### config.mk
export PLATFORM = sky130hd
export DESIGN_NAME = base64_stream_decoder
export DESIGN_NICKNAME = d
export VERILOG_FILES = /design/src/rtl/b64d_pkg.sv /design/src/rtl/b64d_res_fifo.sv /design/src/rtl/base64_stream_decoder.sv
export SDC_FILE = /design/constraint.sdc
export NUM_CORES = 1
export LEC_CHECK = 0
export ABC_AREA = 1
export BUFFER_PORTS_ARGS = -buffer_cell sky130_fd_sc_hd__buf_2
export CAP_MARGIN = 10
export CORE_ASPECT_RATIO = 0.6
export CORE_MARGIN = 8
export CORE_UTILIZATION = 50
export CTS_CLUSTER_DIAMETER = 40
export DETAILED_ROUTE_END_ITERATION = 10
export PLACE_DENSITY = 0.71
export SLEW_MARGIN = 10
export SYNTH_ARGS = -nofsm -noshare
export SYNTH_HDL_FRONTEND = slang
export SYNTH_SLANG_ARGS = --single-unit
### constraint.sdc
create_clock -name i_clk -period 7.8 [get_ports i_clk]
set_input_delay 1.56 -clock i_clk [delete_from_list [all_inputs] [get_ports i_clk]]
set_output_delay 1.56 -clock i_clk [all_outputs]
set_load 0.01 [all_outputs]
### src/rtl/b64d_pkg.sv
// ----------------------------------------------------------------------------
// Base64 stream decoder package
// Shared types, character codes and the alphabet lookup for the decoder.
// ----------------------------------------------------------------------------
package b64d_pkg;

    // Default depth of the result queue; it must hold at least two beats.
    localparam int unsigned RES_FIFO_DEPTH = 4;

    // Character codes.
    localparam logic [7:0] PAD_CHAR        = 8'h3D;
    localparam logic [7:0] CHAR_PLUS       = 8'h2B;
    localparam logic [7:0] CHAR_SLASH      = 8'h2F;
    localparam logic [7:0] CHAR_MINUS      = 8'h2D;
    localparam logic [7:0] CHAR_UNDERSCORE = 8'h5F;

    // Configuration register indexes.
    localparam logic [0:0] REG_URL_ALPHABET  = 1'b0;
    localparam logic [0:0] REG_ALLOW_PADDING = 1'b1;

    // One result beat.
    typedef struct packed {
        logic [7:0] data_byte;
        logic       is_status;
        logic       error_flag;
        logic       final_item;
    } t_result;

    // Lookup result: valid is low for characters outside the alphabet.
    typedef struct packed {
        logic       valid;
        logic [5:0] value;
    } t_sextet;

    // Map one character to its 6-bit value in the selected alphabet.
    function automatic t_sextet sextet_of(input logic [7:0] c, input logic url);
        t_sextet    s;
        logic [7:0] t;
        s.valid = 1'b1;
        s.value = '0;
        t       = '0;
        if (c >= 8'h41 && c <= 8'h5A) begin
            t       = c - 8'h41;
            s.value = t[5:0];
        end else if (c >= 8'h61 && c <= 8'h7A) begin
            // 26 + (c - 'a')
            t       = c - 8'h47;
            s.value = t[5:0];
        end else if (c >= 8'h30 && c <= 8'h39) begin
            // 52 + (c - '0')
            t       = c + 8'd4;
            s.value = t[5:0];
        end else if (c == (url ? CHAR_MINUS : CHAR_PLUS)) begin
            s.value = 6'd62;
        end else if (c == (url ? CHAR_UNDERSCORE : CHAR_SLASH)) begin
            s.value = 6'd63;
        end else begin
            s.valid = 1'b0;
        end
        return s;
    endfunction

endpackage

### src/rtl/b64d_res_fifo.sv
// ----------------------------------------------------------------------------
// Base64 decoder result queue
// Small register queue that takes up to two result beats per cycle and
// presents one beat per cycle on the output stream while i_pop is high.
// ----------------------------------------------------------------------------
module b64d_res_fifo #(
    parameter int unsigned DEPTH = b64d_pkg::RES_FIFO_DEPTH
) (
    input  logic                         i_clk,
    input  logic                         i_rst_n,
    input  logic [1:0]                   i_push_cnt,
    input  b64d_pkg::t_result            i_entry0,
    input  b64d_pkg::t_result            i_entry1,
    input  logic                         i_pop,
    output logic                         o_valid,
    output b64d_pkg::t_result            o_head,
    output logic [$clog2(DEPTH+1)-1:0]   o_count
);

    localparam int unsigned PW = (DEPTH > 1) ? $clog2(DEPTH) : 1;
    localparam int unsigned CW = $clog2(DEPTH + 1);
    localparam logic [PW-1:0] LAST_IDX = PW'(DEPTH - 1);

    // Advance a pointer by one, wrapping at the depth.
    function automatic logic [PW-1:0] ptr_inc(input logic [PW-1:0] p);
        return (p == LAST_IDX) ? '0 : p + 1'b1;
    endfunction

    b64d_pkg::t_result r_mem [DEPTH];
    logic [PW-1:0]     r_wr_ptr, n_wr_ptr;
    logic [PW-1:0]     r_rd_ptr, n_rd_ptr;
    logic [CW-1:0]     r_count, n_count;
    logic [PW-1:0]     wr_ptr_1;
    logic              pop_ok;

    assign wr_ptr_1 = ptr_inc(r_wr_ptr);
    assign pop_ok   = i_pop && (r_count != '0);

    // Pointer and occupancy update.
    always_comb begin
        n_wr_ptr = r_wr_ptr;
        if (i_push_cnt == 2'd1) begin
            n_wr_ptr = wr_ptr_1;
        end else if (i_push_cnt == 2'd2) begin
            n_wr_ptr = ptr_inc(wr_ptr_1);
        end
        n_rd_ptr = pop_ok ? ptr_inc(r_rd_ptr) : r_rd_ptr;
        n_count  = r_count + CW'(i_push_cnt) - CW'(pop_ok);
    end

    always_ff @(posedge i_clk) begin
        if (!i_rst_n) begin
            r_wr_ptr <= '0;
            r_rd_ptr <= '0;
            r_count  <= '0;
        end else begin
            r_wr_ptr <= n_wr_ptr;
            r_rd_ptr <= n_rd_ptr;
            r_count  <= n_count;
        end
    end

    // Entry storage; the second beat lands one slot after the first.
    always_ff @(posedge i_clk) begin
        if (i_push_cnt != 2'd0) begin
            r_mem[r_wr_ptr] <= i_entry0;
        end
        if (i_push_cnt == 2'd2) begin
            r_mem[wr_ptr_1] <= i_entry1;
        end
    end

    assign o_valid = (r_count != '0);
    assign o_head  = r_mem[r_rd_ptr];
    assign o_count = r_count;

endmodule

### src/rtl/base64_stream_decoder.sv
// ----------------------------------------------------------------------------
// Base64 stream decoder
// Decodes a base64 character stream (standard or URL-safe alphabet) into
// bytes and closes each message with an ok or error status beat.
// ----------------------------------------------------------------------------
// The decoder takes one character per clock cycle while tready is high. Each
// character is decoded in the cycle it is accepted and its results (at most
// one data byte, plus a status beat when tlast marks the end of the message)
// are written to a small result queue that drives the output stream one beat
// per cycle when ready. A character that carries the end mark and also
// completes a byte produces two output beats, so such runs stall the input;
// all others sustain one character per cycle unless the output stalls. Input
// tready stays high while the queue has room for two beats. Errors are sticky
// within a message and stop further data bytes; when the status beat reports
// an error, the bytes of that message already delivered must be discarded.
// ----------------------------------------------------------------------------
module base64_stream_decoder #(
    parameter int unsigned FIFO_DEPTH = b64d_pkg::RES_FIFO_DEPTH
) (
    input  logic        i_clk,
    input  logic        i_rst_n,
    // Configuration port
    input  logic        psel,
    input  logic        penable,
    input  logic        pwrite,
    input  logic [2:0]  paddr,
    input  logic [31:0] pwdata,
    output logic [31:0] prdata,
    output logic        pready,
    // Character stream
    input  logic        s_axis_tvalid,
    output logic        s_axis_tready,
    input  logic [7:0]  s_axis_tdata,   // [7:0] char_code
    input  logic        s_axis_tlast,   // end_of_message
    // Result stream
    output logic        m_axis_tvalid,
    input  logic        m_axis_tready,
    output logic [7:0]  m_axis_tdata,   // [7:0] data_byte
    output logic [1:0]  m_axis_tuser,   // [0] is_status, [1] error_flag
    output logic        m_axis_tlast    // final_item
);

    localparam int unsigned CW = $clog2(FIFO_DEPTH + 1);

    // Configuration registers.
    logic r_url_alphabet;
    logic r_allow_padding;

    // Message state.
    logic [1:0] r_pos,  n_pos;
    logic [5:0] r_prev, n_prev;
    logic       r_pad,  n_pad;
    logic       r_err,  n_err;

    logic              in_beat;
    logic              is_pad;
    b64d_pkg::t_sextet sx;
    logic [7:0]        dec_byte;
    logic              data_v;
    logic [1:0]        push_cnt;
    b64d_pkg::t_result data_res, stat_res, entry0, entry1, head;
    logic              q_valid;
    logic [CW-1:0]     q_count;

    // Configuration write and read.
    assign pready = 1'b1;

    always_ff @(posedge i_clk) begin
        if (!i_rst_n) begin
            r_url_alphabet  <= 1'b0;
            r_allow_padding <= 1'b1;
        end else if (psel && penable && pwrite) begin
            case (paddr[2])
                b64d_pkg::REG_URL_ALPHABET:  r_url_alphabet  <= pwdata[0];
                b64d_pkg::REG_ALLOW_PADDING: r_allow_padding <= pwdata[0];
                default: ;
            endcase
        end
    end

    always_comb begin
        case (paddr[2])
            b64d_pkg::REG_URL_ALPHABET:  prdata = {31'b0, r_url_alphabet};
            b64d_pkg::REG_ALLOW_PADDING: prdata = {31'b0, r_allow_padding};
            default:                     prdata = '0;
        endcase
    end

    // Input handshake: room for two result beats is required.
    assign s_axis_tready = (q_count <= CW'(FIFO_DEPTH - 2));
    assign in_beat       = s_axis_tvalid && s_axis_tready;

    assign is_pad = (s_axis_tdata == b64d_pkg::PAD_CHAR);
    assign sx     = b64d_pkg::sextet_of(s_axis_tdata, r_url_alphabet);

    // Byte assembly from the previous and current sextets.
    always_comb begin
        case (r_pos)
            2'd1:    dec_byte = {r_prev, sx.value[5:4]};
            2'd2:    dec_byte = {r_prev[3:0], sx.value[5:2]};
            2'd3:    dec_byte = {r_prev[1:0], sx.value};
            default: dec_byte = '0;
        endcase
    end

    // Per-character state update and error checks.
    always_comb begin
        n_pos  = r_pos + 2'd1;
        n_prev = r_prev;
        n_pad  = r_pad;
        n_err  = r_err;
        data_v = 1'b0;
        if (is_pad) begin
            if (!r_allow_padding || r_pos < 2'd2) begin
                n_err = 1'b1;
            end
            n_pad = 1'b1;
        end else if (r_pad || !sx.valid) begin
            n_err = 1'b1;
        end else begin
            data_v = (r_pos != 2'd0) && !r_err;
            n_prev = sx.value;
        end
        if (s_axis_tlast) begin
            // Bad final length, or padding that does not close the group.
            if (r_pos == 2'd0 || (n_pad && r_pos != 2'd3)) begin
                n_err = 1'b1;
            end
        end
    end

    // Result beats for this character.
    always_comb begin
        data_res.data_byte  = dec_byte;
        data_res.is_status  = 1'b0;
        data_res.error_flag = 1'b0;
        data_res.final_item = 1'b0;
        stat_res.data_byte  = '0;
        stat_res.is_status  = 1'b1;
        stat_res.error_flag = n_err;
        stat_res.final_item = 1'b1;
        entry0   = data_v ? data_res : stat_res;
        entry1   = stat_res;
        push_cnt = 2'd0;
        if (in_beat) begin
            push_cnt = {1'b0, data_v} + {1'b0, s_axis_tlast};
        end
    end

    // State registers; the end mark returns the message state to reset.
    always_ff @(posedge i_clk) begin
        if (!i_rst_n) begin
            r_pos  <= '0;
            r_prev <= '0;
            r_pad  <= 1'b0;
            r_err  <= 1'b0;
        end else if (in_beat) begin
            if (s_axis_tlast) begin
                r_pos  <= '0;
                r_prev <= '0;
                r_pad  <= 1'b0;
                r_err  <= 1'b0;
            end else begin
                r_pos  <= n_pos;
                r_prev <= n_prev;
                r_pad  <= n_pad;
                r_err  <= n_err;
            end
        end
    end

    // Result queue feeding the output stream.
    b64d_res_fifo #(
        .DEPTH (FIFO_DEPTH)
    ) u_res_fifo (
        .i_clk      (i_clk),
        .i_rst_n    (i_rst_n),
        .i_push_cnt (push_cnt),
        .i_entry0   (entry0),
        .i_entry1   (entry1),
        .i_pop      (m_axis_tready),
        .o_valid    (q_valid),
        .o_head     (head),
        .o_count    (q_count)
    );

    assign m_axis_tvalid = q_valid;
    assign m_axis_tdata  = head.data_byte;
    assign m_axis_tuser  = {head.error_flag, head.is_status};
    assign m_axis_tlast  = head.final_item;

`ifndef SYNTHESIS
    // The queue never overflows its depth.
    a_queue_bound: assert property (@(posedge i_clk) disable iff (!i_rst_n)
        q_count <= CW'(FIFO_DEPTH))
        else $error("result queue overflow");

    // An end-of-message beat leaves the group position at the start.
    a_eom_clears: assert property (@(posedge i_clk) disable iff (!i_rst_n)
        (in_beat && s_axis_tlast) |=> (r_pos == 2'd0 && !r_err && !r_pad))
        else $error("message state not cleared after end mark");

    // A data beat never carries the error or final marks.
    a_data_clean: assert property (@(posedge i_clk) disable iff (!i_rst_n)
        (m_axis_tvalid && !m_axis_tuser[0]) |-> (!m_axis_tuser[1] && !m_axis_tlast))
        else $error("data beat carries status marks");
`endif

endmodule
Yosys cells after proc, flatten, opt, wreduce, memory -nomap -nowiden
Memories as Yosys holds them, arrays and structs flattened. A register that Yosys moved wholly into a read port is not among the register bits.
Cells that the tools add are included.
Storage, ports and cells
  memories: 1
  register bits: 19
  bits of input ports: 51
  logic and storage cells: 107
  bits in writable memories: 44
Cells by class
  mux-type cells: 41
  $lt $le $gt $ge: 8
  bitwise operators: 1
  equal/unequal tests: 14
  reduce and logical (&&, ||, !) cells: 23
  add/sub/neg operators: 10
Memories
  u_res_fifo.r_mem: words 4, width 11, read ports 1, clocked after memory_dff 1, wr ports 2, line b64d_res_fifo.sv:29  | b64d_pkg::t_result r_mem [DEPTH];
Operators with widths (number)
  32-bit one-hot mux with 2 select lines: 1
  6-bit two-way mux: 8
  8-bit one-hot mux with 3 select lines: 1
  1-bit two-way mux: 19
  2-bit two-way mux: 9
  8-bit by 7-bit >= comparator with 1-bit output, second input constant: 2
  8-bit by 7-bit less-or-equal comparator with 1-bit output, second input constant: 2
  2-bit equality test, second input constant: 6
  11-bit two-way mux: 1
  1-bit logical AND: 9
  2-bit by 1-bit adder with 2-bit output, second input constant: 4
  8-bit by 6-bit equality test with 1-bit output: 1
  8-bit by 6-bit equality test with 1-bit output, second input constant: 1
  8-bit by 7-bit equality test with 1-bit output: 1
  8-bit by 6-bit >= comparator with 1-bit output, second input constant: 1
  8-bit by 6-bit less-or-equal comparator with 1-bit output, second input constant: 1
  7-bit two-way mux: 1
  6-bit by 3-bit adder with 6-bit output, second input constant: 1
  2-bit != test, second input constant: 3
  2-bit nonzero test: 3
  6-bit by 1-bit subtractor with 6-bit output, second input constant: 1
  6-bit by 3-bit subtractor with 6-bit output, second input constant: 1
  2-bit by 1-bit equality test with 1-bit output, second input constant: 2
  2-bit AND reduction: 2
  12 further kinds: 16

Logic depth before layout (Yosys ltp)
  depth in word-level cells: 16
  gate-level depth with buffers: 22

Cells and area by module
A second synthesis with hierarchy kept.
Unflattened totals
  cell total of the unflattened synthesis: 614
  area, all modules: 4611.9 um2
By module, submodules not included
  b64d_res_fifo: cells each 298, area an instance 2727.6 um2, sequential area each 1501.4 um2, instances 1
  base64_stream_decoder: cells each 316, area an instance 1884.3 um2, sequential area each 240.2 um2, instances 1

Worst setup path before layout
Ideal clock, no wire load.
  kind: input to register
  from: input s_axis_tdata[3]
  to: memory u_res_fifo.r_mem[0][1] (netlist name), data pin
  setup time: 0.259 ns
  data arrival time: 4.374 ns
  stages on the path: 21
  path slack: 3.166 ns
  required time: 7.541 ns
  cells stage by stage: clkbuf_1 > inv_1 > ha_1 > nand2_1 > nand2_1 > nor2_1 > nor2_4 > nand2_4 > nand2_4 > o211ai_4 > inv_4 > buf_6 > ha_1 > nand2_1 > ha_1 > nand2_1 > inv_1 > nor2_1 > inv_1 > o21ai_0 > nor2_1
RTL lines
  start, declared: line base64_stream_decoder.sv:33  | input logic [7:0] s_axis_tdata,
  end, declared: line b64d_res_fifo.sv:29

==> results.py <==
metrics = {
    "status": {
        "status": "finished, final reports clean",
    },
    "sta": {
        "tns_ns": 0,
        "slew_headroom_pct": 40.5,
        "setup_violations": 0,
        "drv_slew": 0,
        "hold_viol": 0,
        "fmax_mhz": 197,
        "rsz0062_at_grt": "no",
        "holdWs_ns": 0.449,
        "fin_skew_ns": 0.00766,
        "period_minus_slack_ns": 5.08,
        "fin_crit_sh_pct": 65.2,
        "tightest_slew_ns": 0.889,
    },
    "setup_path": {
        "crit_fanout": 25,
        "criticalPathCategory": "input port to register",
        "required_ns": 7.88,
        "cp.arrival_ns": 5.17,
        "r2r_start": "r_url_alphabet",
        "r2r_slack_ns": 4.33,
        "cp-start-kind": "input port",
        "crit_path_start": "s_axis_tdata[2]",
        "cp-end-kind": "register",
        "reg2regPathDepth": 16,
        "reg2reg_to": "u_res_fifo.r_mem[0][1]",
        "crit_end": "u_res_fifo.r_mem[0][1]",
    },
    "power": {
        "vdd_drop_max_uv": 204,
        "power_density_nw_per_um2": 243,
        "leakage_uw": 0.00237,
    },
    "die": {
        "rows": 25,
        "core_sq_um": 7880,
        "die_area_sq_um": 11400,
        "die-width_um": 133,
        "start_util_pct": 51.8,
        "die_h_um": 86.0,
        "io-pin-count": 97,
    },
    "final_layout": {
        "fin_util_pct": 56.5,
        "fill_cells": 770,
        "instances_no_fill": 733,
        "area_growth_pct": 9.04,
        "diodes": 0,
        "multi_input_area_sq_um": 2380,
        "drive_gt1_share_pct": 12.3,
        "fin_nets": 699,
        "ff_latch_area_sq_um": 1260,
    },
    "yosys": {
        "synth_area_sq_um": 4080,
        "synth.top_cell.area_share_pct": 28.0,
        "yosysMostFrequentCell": "nand2_1",
        "synthTopCellsByCount": "182 x nand2_1, 57 x dfxtp_1, 55 x inv_1, 55 x nor2_1, 49 x nand3_1",
        "synth_edf_count": 4,
        "synthDistinctLibCells": 37,
        "async_reset_ff_share_pct": 0,
        "ys_seq_elements": 61,
        "yosys-top-cells-area": "dfxtp_1 28%, nand2_1 17%, ha_1 8.3%, buf_4 6.3%, nand3_1 6.0%",
        "ys.flop_type": "dfxtp_1",
        "yosys.area.top_type": "dfxtp_1",
        "seq_area_frac_synth_pct": 30.9,
        "synthCells": 596,
        "synth_warnings": 0,
        "syn_area_per_cell_sq_um": 6.85,
    },
    "drt": {
        "wire_per_inst_um": 13.4,
        "drcViolationCount": 0,
        "vias_per_cell": 5.14,
        "drt_iter0_drc": 274,
        "vias": 3768,
        "drt-total-wl_um": 9840,
        "ant_nets": 0,
        "dr.pass1.iters": 5,
    },
    "global_route": {
        "met1_usage_pct": 23.5,
        "grt.met2_usage_pct": 25.8,
        "grt_usage_pct": 17.6,
        "first_global_vias": 3436,
        "grt.busiest_layer": "met2",
        "globalRouteMet3Util_pct": 6.59,
        "grt_pass1_wl_um": 16300,
        "grt_max_degree": 26,
        "grt_overflow": 0,
        "antenna_found_initial": 0,
    },
    "placement": {
        "numPortBuffers": 31,
        "routabilityCongestion": 0.910,
        "place_hpwl_um": 7350,
        "placedCellCount": 717,
    },
    "run": {
        "cap_violations": 0,
    },
    "clock_network": {
        "cts_resized": 0,
        "htreeDepth": 3,
        "cts.sinks": 61,
        "cts_tree": "built",
        "clk_pin_slew_ns": 0.05,
        "root_buffer": "clkbuf_16",
        "cts_buffers": 9,
        "clk_path_buf_depth": 2,
        "postCtsSetupRepairBufs": 0,
        "postCtsHoldBufs": 0,
        "clock_latency_ns": 0.33,
    },
    "hold_path": {
        "hp-class": "register to register",
    },
}
[layer usage]
layer  wire length [um]  part of all wire (%)
met4                 75                  0.76
met2               4050                    41
met3                916                   9.3
met5                  0                     0
met1               4800                    49
[cell usage in the layout, fill, tap and decap left out]
master and n:
a22oi_1 1, xnor2_1 3, conb_1 32, nand3_4 1, nand3_1 49, clkinvlp_4 2, o22ai_1 10, nor2_2 1
nand2_1 182, inv_2 4, clkbuf_16 9, o21bai_1 1, dfxtp_1 57, nor2_1 55, inv_4 1, o21ai_4 1
edfxtp_1 4, nand2_2 8, o21ai_2 1, ha_1 27, inv_1 55, clkinv_2 1, xor2_1 8, nor2_4 4
a21oi_1 17, nand4_1 2, a22o_1 2, clkbuf_8 3, o211ai_4 1, o21ai_1 4, o311a_1 1, nand2_4 3
nand3b_1 2, buf_2 31, clkbuf_1 1, o211a_1 1, nand3_2 6, fa_1 1, o21ai_0 33
[critical path, stage by stage]
cell and delay, ns:
buf_2 0.22, inv_1 0.18, ha_1 0.29, nand2_1 0.08, inv_1 0.04, nand3b_1 0.07, nand2_1 0.06, nand2_2 0.13
nand3_4 0.16, o211ai_4 0.33, inv_4 0.17, ha_1 0.31, nand2_1 0.09, ha_1 0.26, nand2_1 0.08, inv_1 0.06
nor2_1 0.69, inv_1 0.17, o21ai_0 0.16, nor2_1 0.06
[worst min-delay path by stage]
stage | from | end | slack, ns | cells past startpoint
floorplan | u_res_fifo.r_mem[1][3] | u_res_fifo.r_mem[1][3] | 0.42 | 2
global placement | u_res_fifo.r_mem[1][6] | u_res_fifo.r_mem[1][6] | 0.43 | 2
detailed placement | u_res_fifo.r_mem[1][7] | u_res_fifo.r_mem[1][7] | 0.43 | 2
CTS | u_res_fifo.r_mem[1][7] | u_res_fifo.r_mem[1][7] | 0.45 | 2
global route | u_res_fifo.r_mem[1][7] | u_res_fifo.r_mem[1][7] | 0.46 | 2
finish | u_res_fifo.r_mem[1][7] | u_res_fifo.r_mem[1][7] | 0.45 | 2
[cells by family after synthesis]
kind of cell | Yosys count | synth area share [%]
adders and majority gates | 28 | 8.77
DFF | 61 | 30.9
other | 2 | 0.184
AOI/OAI and AO/OA | 73 | 10.6
and+or+nand+nor | 313 | 33.7
xor gates and xnor gates | 11 | 2.36
buffers and inverters | 108 | 13.5
[where the power goes]
group | total [uW] | switching (uW) | internal, uW
Combinational | 325 | 213 | 112
Clock | 376 | 136 | 240
Sequential | 381 | 34.6 | 346
[flip-flops by register name (all words and copies together) (netlist names), named ones only]
register and cells:
r_allow_padding 1, r_err 1, r_pad 1, r_pos 2, r_prev 6, r_url_alphabet 1, u_res_fifo.o_count 3, u_res_fifo.r_mem 40
u_res_fifo.r_rd_ptr 2, u_res_fifo.r_wr_ptr 2
[through the flow]
| step | setup slack (ns) | area (sq um) | power (uW) |
|---|---|---|---|
| floorplan | 3.17 | 4190 | 623 |
| global placement | 2.49 | 4160 | 699 |
| detailed placement | 2.42 | 4160 | 708 |
| CTS | 2.76 | 4450 | 1090 |
| global route | 2.38 | 4450 | 1150 |
| finish | 2.72 | 4450 | 1080 |
[cell type report]
type,count,area share (%)
sequential,61,28.3
inverter,60,5.12
clock buffer,13,6.07
tap,108,3.04
timing repair buffer,31,3.49
clock inverter,3,0.450
multi-input combinational,457,53.5
Power figures use the tool's default switching activity.
